--- config.mk ---
export PLATFORM = sky130hd
export DESIGN_NAME = hdc_ctrl
export DESIGN_NICKNAME = d
export VERILOG_FILES = /design/src/rtl/hdc_pkg.sv /design/src/rtl/hdc_ctrl.sv
export SDC_FILE = /design/constraint.sdc
export NUM_CORES = 1
export LEC_CHECK = 0
export ABC_AREA = 0
export BUFFER_PORTS_ARGS = -buffer_cell sky130_fd_sc_hd__buf_2
export CORE_UTILIZATION = 32
export CTS_BUF_LIST = sky130_fd_sc_hd__clkbuf_4 sky130_fd_sc_hd__clkbuf_8 sky130_fd_sc_hd__clkbuf_16
export DETAILED_ROUTE_END_ITERATION = 7
export SYNTH_ARGS = -nofsm -noshare
export SYNTH_HDL_FRONTEND = slang
export SYNTH_SLANG_ARGS = --single-unit
--- constraint.sdc ---
create_clock -name clk -period 4.5 [get_ports clk]
set_input_delay 0.9 -clock clk [delete_from_list [all_inputs] [get_ports clk]]
set_output_delay 0.9 -clock clk [all_outputs]
set_load 0.02 [all_outputs]
--- src/rtl/hdc_pkg.sv ---
package hdc_pkg;

  localparam int MAX_LEN_DEF = 64;
  localparam int LEN_W       = 7;
  localparam int IN_W        = 16;
  localparam int OUT_W       = 40;
  localparam int PADDR_W     = 3;
  localparam int PDATA_W     = 32;

  localparam logic [LEN_W-1:0] LEN_RST = 7'd64;

  // register index, taken from paddr word bit
  localparam logic REG_LENGTH = 1'b0;

  localparam logic signed [OUT_W-1:0] OUT_MAX = {1'b0, {(OUT_W-1){1'b1}}};
  localparam logic signed [OUT_W-1:0] OUT_MIN = {1'b1, {(OUT_W-1){1'b0}}};

  typedef enum logic [1:0] {
    ST_LOAD,
    ST_RUN,
    ST_DRAIN
  } hdc_state_t;

  // which partial sum a term belongs to
  typedef enum logic [1:0] {
    TM_CAUSAL,
    TM_CONJ_G,
    TM_CONJ_F
  } term_mode_t;

  typedef struct packed {
    logic       valid;
    term_mode_t mode;
    logic       first;
    logic       emit;
    logic       last;
  } hdc_tag_t;

  typedef struct packed {
    logic     load;
    hdc_tag_t tag;
  } hdc_cmd_t;

  typedef struct packed {
    logic batch_done;
  } hdc_sts_t;

endpackage

--- src/rtl/hdc_ctrl.sv ---
module hdc_ctrl #(
  parameter int MAX_LEN = hdc_pkg::MAX_LEN_DEF
) (
  input  logic                       clk,
  input  logic                       rst_n,
  input  logic                       start,
  input  logic                       cfg_clr,
  input  logic [$clog2(MAX_LEN)-1:0] m1,
  input  hdc_pkg::hdc_sts_t          sts,
  output logic                       busy,
  output hdc_pkg::hdc_cmd_t          cmd,
  output logic [$clog2(MAX_LEN)-1:0] wr_addr,
  output logic [$clog2(MAX_LEN)-1:0] f_addr,
  output logic [$clog2(MAX_LEN)-1:0] g_addr
);

  localparam int IW = $clog2(MAX_LEN);

  hdc_pkg::hdc_state_t state_r, state_nxt;
  hdc_pkg::term_mode_t ph_r, ph_nxt;
  logic [IW-1:0]       i_r, i_nxt;
  logic [IW-1:0]       j_r, j_nxt;
  logic [IW-1:0]       lc_r, lc_nxt;
  logic [IW-1:0]       lc_base;
  logic                out_end;

  always_ff @(posedge clk) begin
    if (!rst_n) begin
      state_r <= hdc_pkg::ST_LOAD;
      ph_r    <= hdc_pkg::TM_CAUSAL;
      i_r     <= '0;
      j_r     <= '0;
      lc_r    <= '0;
    end else begin
      state_r <= state_nxt;
      ph_r    <= ph_nxt;
      i_r     <= i_nxt;
      j_r     <= j_nxt;
      lc_r    <= lc_nxt;
    end
  end

  always_comb begin
    state_nxt = state_r;
    ph_nxt    = ph_r;
    i_nxt     = i_r;
    j_nxt     = j_r;
    lc_nxt    = lc_r;
    cmd       = '0;
    out_end   = 1'b0;
    busy      = (state_r != hdc_pkg::ST_LOAD);
    wr_addr   = lc_r;
    f_addr    = j_r;
    lc_base   = cfg_clr ? '0 : lc_r;

    case (ph_r)
      hdc_pkg::TM_CONJ_G: g_addr = j_r - i_r;
      hdc_pkg::TM_CONJ_F: g_addr = i_r + j_r;
      default:            g_addr = i_r - j_r;
    endcase

    case (state_r)
      hdc_pkg::ST_LOAD: begin
        lc_nxt  = lc_base;
        wr_addr = lc_base;
        if (start) begin
          cmd.load = 1'b1;
          if (lc_base == m1) begin
            lc_nxt    = '0;
            i_nxt     = '0;
            j_nxt     = '0;
            ph_nxt    = hdc_pkg::TM_CAUSAL;
            state_nxt = hdc_pkg::ST_RUN;
          end else begin
            lc_nxt = lc_base + IW'(1);
          end
        end
      end

      hdc_pkg::ST_RUN: begin
        cmd.tag.valid = 1'b1;
        cmd.tag.mode  = ph_r;
        cmd.tag.first = (ph_r == hdc_pkg::TM_CAUSAL) && (j_r == '0);
        case (ph_r)
          hdc_pkg::TM_CAUSAL: begin
            if (j_r == i_r) begin
              if (i_r == m1) begin
                out_end = 1'b1;
              end else begin
                ph_nxt = hdc_pkg::TM_CONJ_G;
                j_nxt  = i_r + IW'(1);
              end
            end else begin
              j_nxt = j_r + IW'(1);
            end
          end
          hdc_pkg::TM_CONJ_G: begin
            if (j_r == m1) begin
              ph_nxt = hdc_pkg::TM_CONJ_F;
              j_nxt  = IW'(1);
            end else begin
              j_nxt = j_r + IW'(1);
            end
          end
          hdc_pkg::TM_CONJ_F: begin
            if (j_r == m1 - i_r) begin
              out_end = 1'b1;
            end else begin
              j_nxt = j_r + IW'(1);
            end
          end
          default: begin
            out_end = 1'b1;
          end
        endcase
        if (out_end) begin
          cmd.tag.emit = 1'b1;
          ph_nxt       = hdc_pkg::TM_CAUSAL;
          j_nxt        = '0;
          if (i_r == m1) begin
            cmd.tag.last = 1'b1;
            state_nxt    = hdc_pkg::ST_DRAIN;
          end else begin
            i_nxt = i_r + IW'(1);
          end
        end
      end

      hdc_pkg::ST_DRAIN: begin
        if (sts.batch_done) begin
          state_nxt = hdc_pkg::ST_LOAD;
        end
      end

      default: begin
        state_nxt = hdc_pkg::ST_LOAD;
      end
    endcase
  end

endmodule

==> results of run 1 <==
## how the worst max path moves through the flow
| stage | start | to | slack, ns | cells past startpoint |
|---|---|---|---|---|
| 3_5_place_dp | m1[0] | cmd[0] | 0.44 | 10 |
| 6_report | m1[0] | cmd[0] | 0.39 | 10 |
| 3_3_place_gp | m1[0] | cmd[0] | 0.52 | 10 |
| 4_1_cts | m1[0] | cmd[0] | 0.44 | 10 |
| 5_1_grt | m1[0] | cmd[0] | 0.25 | 10 |
| 2_1_floorplan | m1[0] | cmd[0] | 0.67 | 8 |
## worst register-to-register path, cell delays in order, from the launching register on
cell,delay (ns)
dfxtp_1,0.51
inv_1,0.18
ha_1,0.39
a21oi_1,0.26
a21oi_1,0.12
or3b_1,0.39
nand4_1,0.21
buf_4,0.20
nand2_1,0.20
o41ai_2,0.38
## registers in the layout (all words and copies together) (netlist names)
name and flops:
i_r 6, f_addr 6, ph_r 2, state_r 2, lc_r 6
## routing by layer
layer / global-route usage (%) / routed length (um)
met5: 0 / 0
met4: 5.68 / 109
met3: 1.44 / 453
met2: 30.0 / 3720
met1: 25.8 / 3730
## synthesized netlist by cell type (5+ instances only)
cell | count | area share [%]
a21oi_1 | 19 | 3.4
a22oi_1 | 5 | 1.3
a31oi_1 | 9 | 2.0
and2_1 | 5 | 1.1
buf_2 | 9 | 1.6
clkbuf_1 | 7 | 0.94
dfxtp_1 | 22 | 16
ha_1 | 23 | 10
inv_1 | 20 | 2.7
nand2_1 | 28 | 3.8
nand3_1 | 19 | 3.4
nand4_1 | 6 | 1.3
nor2_1 | 28 | 3.8
nor2b_1 | 5 | 1.1
nor3_1 | 12 | 2.2
o211ai_1 | 10 | 2.7
o21ai_0 | 20 | 3.6
xnor2_1 | 13 | 4.1
xor2_1 | 20 | 6.3
## logic make-up (layout without fill, tap and decap cells)
group,after synthesis,after routing,synth area share (%)
compound gates,99,99,26.8
xor+xnor,34,34,11.0
fa+ha+maj,26,26,12.5
buf+inv,45,66,7.54
flops,22,22,15.8
mux,4,4,1.48
simple gates,131,131,24.9
## through the flow
step	hold slack, ns	utilization [%]
finish	0.540	36.8
global route	0.564	36.8
CTS	0.548	36.8
detailed placement	0.533	35.9
global placement	0.521	35.9
floorplan	0.492	-
## area by class of cell
type                    count  area [um^2]
clock buffers               3         41.3
clock inverters             1         30.0
fillers                   881         5270
inverters                  23         86.3
multi-input cells         294         2140
flip-flops and latches     22          440
well taps                 105          131
repair buffers             39          203
## power breakdown
group | internal, mW | switching, mW | total, mW
registers | 0.196 | 0.00232 | 0.198
clock network | 0.119 | 0.0721 | 0.191
logic | 0.0207 | 0.0398 | 0.0605
==> flow_metrics.py, run 1 <==
metrics = {
    "outcome": {
        "status": "finished, final reports clean",
    },
    "setup_path": {
        "r2r_cells": 9,
        "critPathMostFrequentCell": "buf_2",
        "startpoint_type": "input port",
        "crit_path_top_delay_cell": "fa_1",
        "required_ns": 3.60,
        "path_buf_inv": 3,
        "crit_type": "input port to output port",
        "path_cells": "buf_2, inv_1, ha_1, fa_1, xor2_1, nand3_1, nor4b_1, nand4_1, a21oi_1, buf_2",
        "regToRegStartpoint": "i_r[2]$_SDFFE_PN0P_",
        "rrSetupSlack_ns": 1.56,
        "slowest_delay_ns": 0.51,
        "crit_fanout": 5,
        "critPathCaptureType": "output port",
        "r2r-end": "f_addr[4]$_SDFFE_PN0P_",
        "cp_data_arrival_time_ns": 3.21,
        "critPathTopFamily": "simple AND/OR/NAND/NOR gates",
    },
    "clocking": {
        "cts.sinks": 22,
        "cts_buffer_depth": 2,
        "cts.clk_slew.worst_paths_ns": 0.09,
        "cts-root-buf": "clkbuf_8",
        "cts_max_level": 1,
        "cts.hold.buffers_added": 0,
        "post_cts_buffers": 0,
        "cts_tree": "yes",
        "worstSkewPairLatency_ns": 0.27,
        "cts_resized": 0,
        "cts_buffers": 3,
    },
    "power": {
        "power_uw": 450,
        "p_leak_nw": 1.32,
        "power.density_mw_per_mm2": 147,
        "vdd_drop_max_v": 0.0000896,
    },
    "timing": {
        "tightest_slew_ns": 0.812,
        "post-route-min-period_ns": 4.11,
        "setup_violations": 0,
        "setup_slack_ns": 0.393,
        "fin_setup_tns_ns": 0,
        "hold_viol_final": 0,
        "fin_skew_ns": 0.00530,
        "fmax_mhz": 244,
        "drv_slew": 0,
        "rsz0062_at_grt": "no",
        "slew_headroom_pct": 45.9,
        "fin_crit_sh_pct": 91.3,
    },
    "worst_hold_path": {
        "min_path_cells": 2,
        "hp-class": "register to register",
        "hold_path_end": "ph_r[0]$_SDFFE_PN0P_",
        "hp-start": "ph_r[0]$_SDFFE_PN0P_",
    },
    "place": {
        "port-buffer-count": 36,
        "place_area_mm2": 0.00300,
        "gp_congestion": 0.890,
        "dp_cells": 483,
        "pre_cts_ws_ns": 0.439,
        "hpwlAfterDp_mm": 6.15,
    },
    "logic_synthesis": {
        "syn_avg_cell_area_um2": 7.72,
        "netlist_area_mm2": 0.00279,
        "synth_edf_count": 0,
        "yosys_warnings": 0,
        "ys_seq_area_share_pct": 15.8,
        "async_flop_share_pct": 0,
        "synth_nets": 398,
        "synth.distinct_cells": 61,
        "synth-seq-cells": 22,
        "synthCells": 361,
        "ys.flop_type": "dfxtp_1",
    },
    "routing": {
        "first_iter_violations": 186,
        "viasPerCell": 5.74,
        "antenna_left": 0,
        "post_drt_wl_per_cell_um": 16.5,
        "drc_errors": 0,
        "routed_wl_mm": 8.02,
        "first_pass_iters": 5,
        "vias": 2793,
    },
    "floorplanning": {
        "core_area_mm2": 0.00834,
        "die_y_um": 95.3,
        "start_util_pct": 33.4,
        "die_w_um": 95.3,
        "pin_count": 37,
        "rows": 33,
        "design.die.area_mm2": 0.00908,
    },
    "final_layout": {
        "fin_nets": 420,
        "fin_cells": 487,
        "area_growth_pct": 10.1,
        "final_common_cell": "buf_2",
        "final_cell_mix": "buf_2 (36), nand2_1 (28), nor2_1 (28)",
        "diodes": 0,
        "drive_gt1_share_pct": 15.2,
        "stdcell_area_mm2": 0.00307,
    },
    "grt": {
        "grt_pass1_wl_mm": 13.0,
        "grt_pass1_vias": 2592,
        "track_usage_pct": 18.5,
        "antenna_found_initial": 0,
        "overflow": 0,
        "grt_max_degree": 24,
    },
    "flow_run": {
        "drv_cap": 0,
    },
}
No activity file was read; power rests on OpenSTA's default activity.
==> inputs of run 2 (changes only) <==
--- a/config.mk
+++ b/config.mk
@@ -6,10 +6,12 @@
 export NUM_CORES = 1
 export LEC_CHECK = 0
 export ABC_AREA = 0
+export ABC_CLOCK_PERIOD_IN_PS = 4500
 export BUFFER_PORTS_ARGS = -buffer_cell sky130_fd_sc_hd__buf_2
-export CORE_UTILIZATION = 32
+export CORE_UTILIZATION = 60
 export CTS_BUF_LIST = sky130_fd_sc_hd__clkbuf_4 sky130_fd_sc_hd__clkbuf_8 sky130_fd_sc_hd__clkbuf_16
 export DETAILED_ROUTE_END_ITERATION = 7
+export PLACE_DENSITY = 0.83
 export SYNTH_ARGS = -nofsm -noshare
 export SYNTH_HDL_FRONTEND = slang
 export SYNTH_SLANG_ARGS = --single-unit
==> run 2 against run 1 <==
Worst hold slack got worse by 0.0060 ns; first-iteration DRC count rose by 28%; highest routed layer unchanged; combinational power barely moved; flip-flop and latch count did not move; clock-buffer cell count did not move; critical endpoint unchanged; clock skew fell by 0.0031 ns; global-route usage rose by 12 points.
==> flow_metrics.py, run 2 (synthesis results as in run 1) <==
metrics = {
    "power": {
        "p_leak_nw": 1.31,
        "power_uw": 385,
        "vdd_drop_max_v": 0.000133,
        "power.density_mw_per_mm2": 130,
    },
    "timing": {
        "post-route-min-period_ns": 4.07,
        "drv_slew": 0,
        "hold_viol_final": 0,
        "fin_skew_ns": 0.00221,
        "slew_headroom_pct": 49.8,
        "timing.hold.ws_ns": 0.534,
        "setup_violations": 0,
        "fmax_mhz": 245,
        "fin_crit_sh_pct": 90.5,
        "tightest_slew_ns": 0.753,
        "fin_setup_tns_ns": 0,
        "rsz0062_at_grt": "no",
    },
    "clocking": {
        "cts_buffers": 3,
        "post_cts_buffers": 0,
        "cts.clk_slew.worst_paths_ns": 0.08,
        "worstSkewPairLatency_ns": 0.27,
        "cts_buffer_depth": 2,
        "cts_max_level": 1,
        "cts-root-buf": "clkbuf_8",
        "cts.hold.buffers_added": 0,
        "cts_tree": "yes",
        "cts_resized": 0,
        "cts.sinks": 22,
    },
    "grt": {
        "overflow": 0,
        "grt_pass1_wl_mm": 12.3,
        "antenna_found_initial": 0,
        "grt_pass1_vias": 2580,
        "track_usage_pct": 30.7,
        "grt_max_degree": 24,
    },
    "setup_path": {
        "crit_type": "input port to output port",
        "required_ns": 3.60,
        "r2r_cells": 9,
        "slowest_delay_ns": 0.50,
        "critPathCaptureType": "output port",
        "crit_path_top_delay_cell": "fa_1",
        "startpoint_type": "input port",
        "crit_fanout": 5,
        "path_cells": "buf_2, inv_1, ha_1, fa_1, xor2_1, nand3_1, nor4b_1, nand4_1, a21oi_1, buf_2",
        "critPathMostFrequentCell": "buf_2",
        "cp_data_arrival_time_ns": 3.17,
    },
    "floorplanning": {
        "die_w_um": 70.1,
        "pin_count": 37,
        "core_area_mm2": 0.00441,
        "rows": 24,
        "die_y_um": 70.1,
        "design.die.area_mm2": 0.00492,
        "start_util_pct": 63.1,
    },
    "routing": {
        "first_pass_iters": 5,
        "viasPerCell": 6.61,
        "vias": 2861,
        "met1_length_mm": 3.20,
        "routed_wl_mm": 7.29,
        "dr.max_layer_used": "met4",
        "drc_errors": 0,
        "first_iter_violations": 238,
        "route.met2.wl_mm": 3.38,
        "routed-wl-met3_um": 614,
        "antenna_left": 0,
        "post_drt_wl_per_cell_um": 16.8,
    },
    "outcome": {
        "status": "finished, final reports clean",
    },
    "final_layout": {
        "fin_nets": 420,
        "diodes": 0,
        "area_growth_pct": 6.65,
        "fin_cells": 433,
        "multi_input_area_mm2": 0.00214,
        "final_cell_mix": "buf_2 (36), nand2_1 (28), nor2_1 (28)",
        "num-fill-cells": 373,
        "register_area_um2": 440,
        "drive_gt1_share_pct": 15.0,
        "final_core_util_pct": 67.3,
        "final_common_cell": "buf_2",
    },
    "place": {
        "dp_cells": 430,
        "port-buffer-count": 36,
        "hpwlAfterDp_mm": 5.57,
        "gp_congestion": 0.894,
    },
    "worst_hold_path": {
        "hp-class": "register to register",
        "min_path_cells": 2,
    },
    "flow_run": {
        "drv_cap": 0,
    },
}
[run 2: layout make-up]
type	instances	share of cell area, %
flip-flops and latches	22	14.8
clock buffers	3	1.39
multi-input cells	294	71.9
inverters	23	2.91
repair buffers	39	6.82
well taps	52	2.19
[run 2: layer usage]
metal,GRT usage (%),vias up
met3,4.33,17
met4,10.0,0
met5,0,-
met1,42.0,1350
met2,49.7,135
li1,-,1359
[run 2: where the power goes]
group	switching, mW	internal, mW	leakage (nW)
sequential	0.00233	0.196	0.177
clock	0.0664	0.0600	0.0216
combinational	0.0402	0.0206	1.11
total	0.109	0.276	1.31
[run 2: per-stage QoR]
stage | setup WS [ns] | cell area, um^2
after CTS | 0.448 | 2970
final | 0.426 | 2970
after detailed placement | 0.463 | 2930
after global routing | 0.230 | 2970
after floorplan | 0.667 | 2790
after global placement | 0.534 | 2930
[run 2: final timing paths]
path | start | end | slack [ns]
min reg2reg | ph_r[0]$_SDFFE_PN0P_ | ph_r[0]$_SDFFE_PN0P_ | 0.53
max reg2reg | i_r[0]$_SDFFE_PN0P_ | f_addr[2]$_SDFFE_PN0P_ | 1.55
min | ph_r[0]$_SDFFE_PN0P_ | ph_r[0]$_SDFFE_PN0P_ | 0.53
max | m1[0] | cmd[0] | 0.43
[run 2: critical path, delay by kind of cell]
family	cells	cell delay, ns
buffers and inverters	3	0.37
XOR/XNOR	1	0.15
AND/OR/NAND/NOR	3	0.81
adder cells (fa/ha/maj)	2	0.71
AO/OA/AOI/OAI	1	0.23
==> inputs of run 3 (changes only) <==
--- a/config.mk
+++ b/config.mk
@@ -8,6 +8,7 @@
 export ABC_AREA = 0
 export ABC_CLOCK_PERIOD_IN_PS = 4500
 export BUFFER_PORTS_ARGS = -buffer_cell sky130_fd_sc_hd__buf_2
+export CAP_MARGIN = 25
 export CORE_UTILIZATION = 60
 export CTS_BUF_LIST = sky130_fd_sc_hd__clkbuf_4 sky130_fd_sc_hd__clkbuf_8 sky130_fd_sc_hd__clkbuf_16
 export DETAILED_ROUTE_END_ITERATION = 7
==> constraint.sdc (replaced) <==
create_clock -name clk -period 4.5 [get_ports clk]
set_input_delay 0.9 -clock clk [delete_from_list [all_inputs] [get_ports clk]]
set_output_delay 0.9 -clock clk [all_outputs]
set_load 0.01 [all_outputs]
==> run 3 against run 2 <==
Via count decreased by 1.5%; sequential power barely moved; non-clock buffer count stayed put; first-iteration DRC count up 19%; global-route usage down 0.20 points; core utilization unchanged; die area stayed put; worst hold slack got worse by 0.00073 ns; critical path depth stayed put; routed wire length down 0.97%; critical path type unchanged; largest cell class unchanged; largest power group unchanged.
==> flow_metrics.py, run 3 (synthesis results as in run 1) <==
metrics = {
    "final_layout": {
        "num-fill-cells": 367,
        "stdcell_area_mm2": 0.00297,
        "final_cell_mix": "buf_2 (36), nand2_1 (28), nor2_1 (28)",
        "drive_gt1_share_pct": 15.0,
        "diodes": 0,
        "fin_nets": 420,
        "area_growth_pct": 6.65,
        "multi_input_area_mm2": 0.00214,
        "register_area_um2": 440,
        "final_common_cell": "buf_2",
    },
    "clocking": {
        "cts_buffers": 3,
        "cts-root-buf": "clkbuf_8",
        "cts_max_level": 1,
        "cts_tree": "yes",
        "post_cts_buffers": 0,
        "worstSkewPairLatency_ns": 0.27,
        "cts.clk_slew.worst_paths_ns": 0.07,
        "cts.sinks": 22,
        "cts_buffer_depth": 2,
        "cts_resized": 0,
        "cts.hold.buffers_added": 0,
    },
    "routing": {
        "drc_errors": 0,
        "first_pass_iters": 4,
        "vias": 2817,
        "post_drt_wl_per_cell_um": 16.7,
        "routed_wl_mm": 7.22,
        "viasPerCell": 6.51,
        "first_iter_violations": 284,
        "antenna_left": 0,
    },
    "setup_path": {
        "crit_fanout": 5,
        "crit_type": "input port to output port",
        "regToRegStartpoint": "i_r[0]$_SDFFE_PN0P_",
        "startpoint_type": "input port",
        "r2r-end": "f_addr[2]$_SDFFE_PN0P_",
        "critPathCaptureType": "output port",
        "required_ns": 3.60,
        "rrSetupSlack_ns": 1.55,
        "r2r_cells": 9,
        "cp_data_arrival_time_ns": 3.14,
    },
    "grt": {
        "grt_max_degree": 24,
        "overflow": 0,
        "antenna_found_initial": 0,
        "grt_pass1_vias": 2583,
        "track_usage_pct": 30.5,
        "grt_pass1_wl_mm": 12.3,
    },
    "place": {
        "gp_congestion": 0.894,
        "hpwlAfterDp_mm": 5.56,
        "place_area_mm2": 0.00293,
        "port-buffer-count": 36,
        "pre_cts_ws_ns": 0.500,
    },
    "floorplanning": {
        "die_y_um": 70.1,
        "rows": 24,
        "design.die.area_mm2": 0.00492,
        "start_util_pct": 63.1,
        "core_area_mm2": 0.00441,
        "pin_count": 37,
        "die_w_um": 70.1,
    },
    "timing": {
        "setup_slack_ns": 0.456,
        "fin_skew_ns": 0.00514,
        "setup_violations": 0,
        "rsz0062_at_grt": "no",
        "fin_crit_sh_pct": 89.9,
        "slew_headroom_pct": 50.3,
        "fin_setup_tns_ns": 0,
        "tightest_slew_ns": 0.745,
        "timing.hold.ws_ns": 0.533,
        "fmax_mhz": 247,
        "post-route-min-period_ns": 4.04,
        "hold_viol_final": 0,
        "drv_slew": 0,
    },
    "worst_hold_path": {
        "hp-start": "ph_r[0]$_SDFFE_PN0P_",
        "hp-class": "register to register",
        "hold_path_end": "ph_r[0]$_SDFFE_PN0P_",
        "min_path_cells": 2,
    },
    "power": {
        "switching_power_uw": 106,
        "power.density_mw_per_mm2": 129,
        "power.share.switching_pct": 27.7,
        "vdd_drop_max_v": 0.000119,
        "p_clk_share_pct": 32.7,
        "power_frac_comb_pct": 15.5,
        "power.internal_uw": 276,
        "power_uw": 382,
        "p_leak_nw": 1.31,
        "pwr-share-seq_pct": 51.8,
    },
    "flow_run": {
        "drv_cap": 0,
    },
    "outcome": {
        "status": "finished, final reports clean",
    },
}
run 3: cell counts in the layout (fill, tap and decap cells not counted):
No cell type changed its count.
run 3: how the worst max path moves through the flow:
stage | start | endpoint | slack (ns) | cells after the start
2_1_floorplan | m1[0] | cmd[0] | 0.81 | 8
3_3_place_gp | m1[0] | cmd[0] | 0.57 | 10
3_5_place_dp | m1[0] | cmd[0] | 0.50 | 10
4_1_cts | m1[0] | cmd[0] | 0.49 | 10
5_1_grt | m1[0] | cmd[0] | 0.30 | 10
6_report | m1[0] | cmd[0] | 0.46 | 10
run 3: power by group through the flow:
| stage | combinational [mW] | sequential (mW) | clock [mW] |
|---|---|---|---|
| finish | 0.0593 | 0.198 | 0.125 |
| global route | 0.0651 | 0.198 | 0.135 |
| CTS | 0.0586 | 0.198 | 0.128 |
| detailed placement | 0.0583 | 0.202 | 0 |
| global placement | 0.0569 | 0.202 | 0 |
| floorplan | 0.0439 | 0.201 | 0 |
run 3: area by class of cell:
type	instances	share of cell area, %
multi-input cells	294	71.9
flip-flops and latches	22	14.8
repair buffers	39	6.82
inverters	23	2.91
well taps	52	2.19
clock buffers	3	1.39
run 3: critical path: stages:
cell,delay [ns]
buf_2,0.13
inv_1,0.05
ha_1,0.21
fa_1,0.50
xor2_1,0.15
nand3_1,0.09
nor4b_1,0.44
nand4_1,0.28
a21oi_1,0.23
buf_2,0.16
run 3: metrics by stage:
| step | util [%] | cells |
|---|---|---|
| final | 67.3 | 433 |
| after global routing | 67.3 | 433 |
| after CTS | 67.3 | 433 |
| after detailed placement | 66.4 | 430 |
| after global placement | 66.4 | 430 |
| after floorplan | - | 361 |
run 3: metal layers:
layer | global-route usage [%] | vias up | wire (um)
li1 | - | 1364 | -
met2 | 50.1 | 108 | 3380
met3 | 2.89 | 7 | 476
met4 | 8.89 | 0 | 85
met5 | 0 | - | 0
met1 | 42.4 | 1338 | 3280
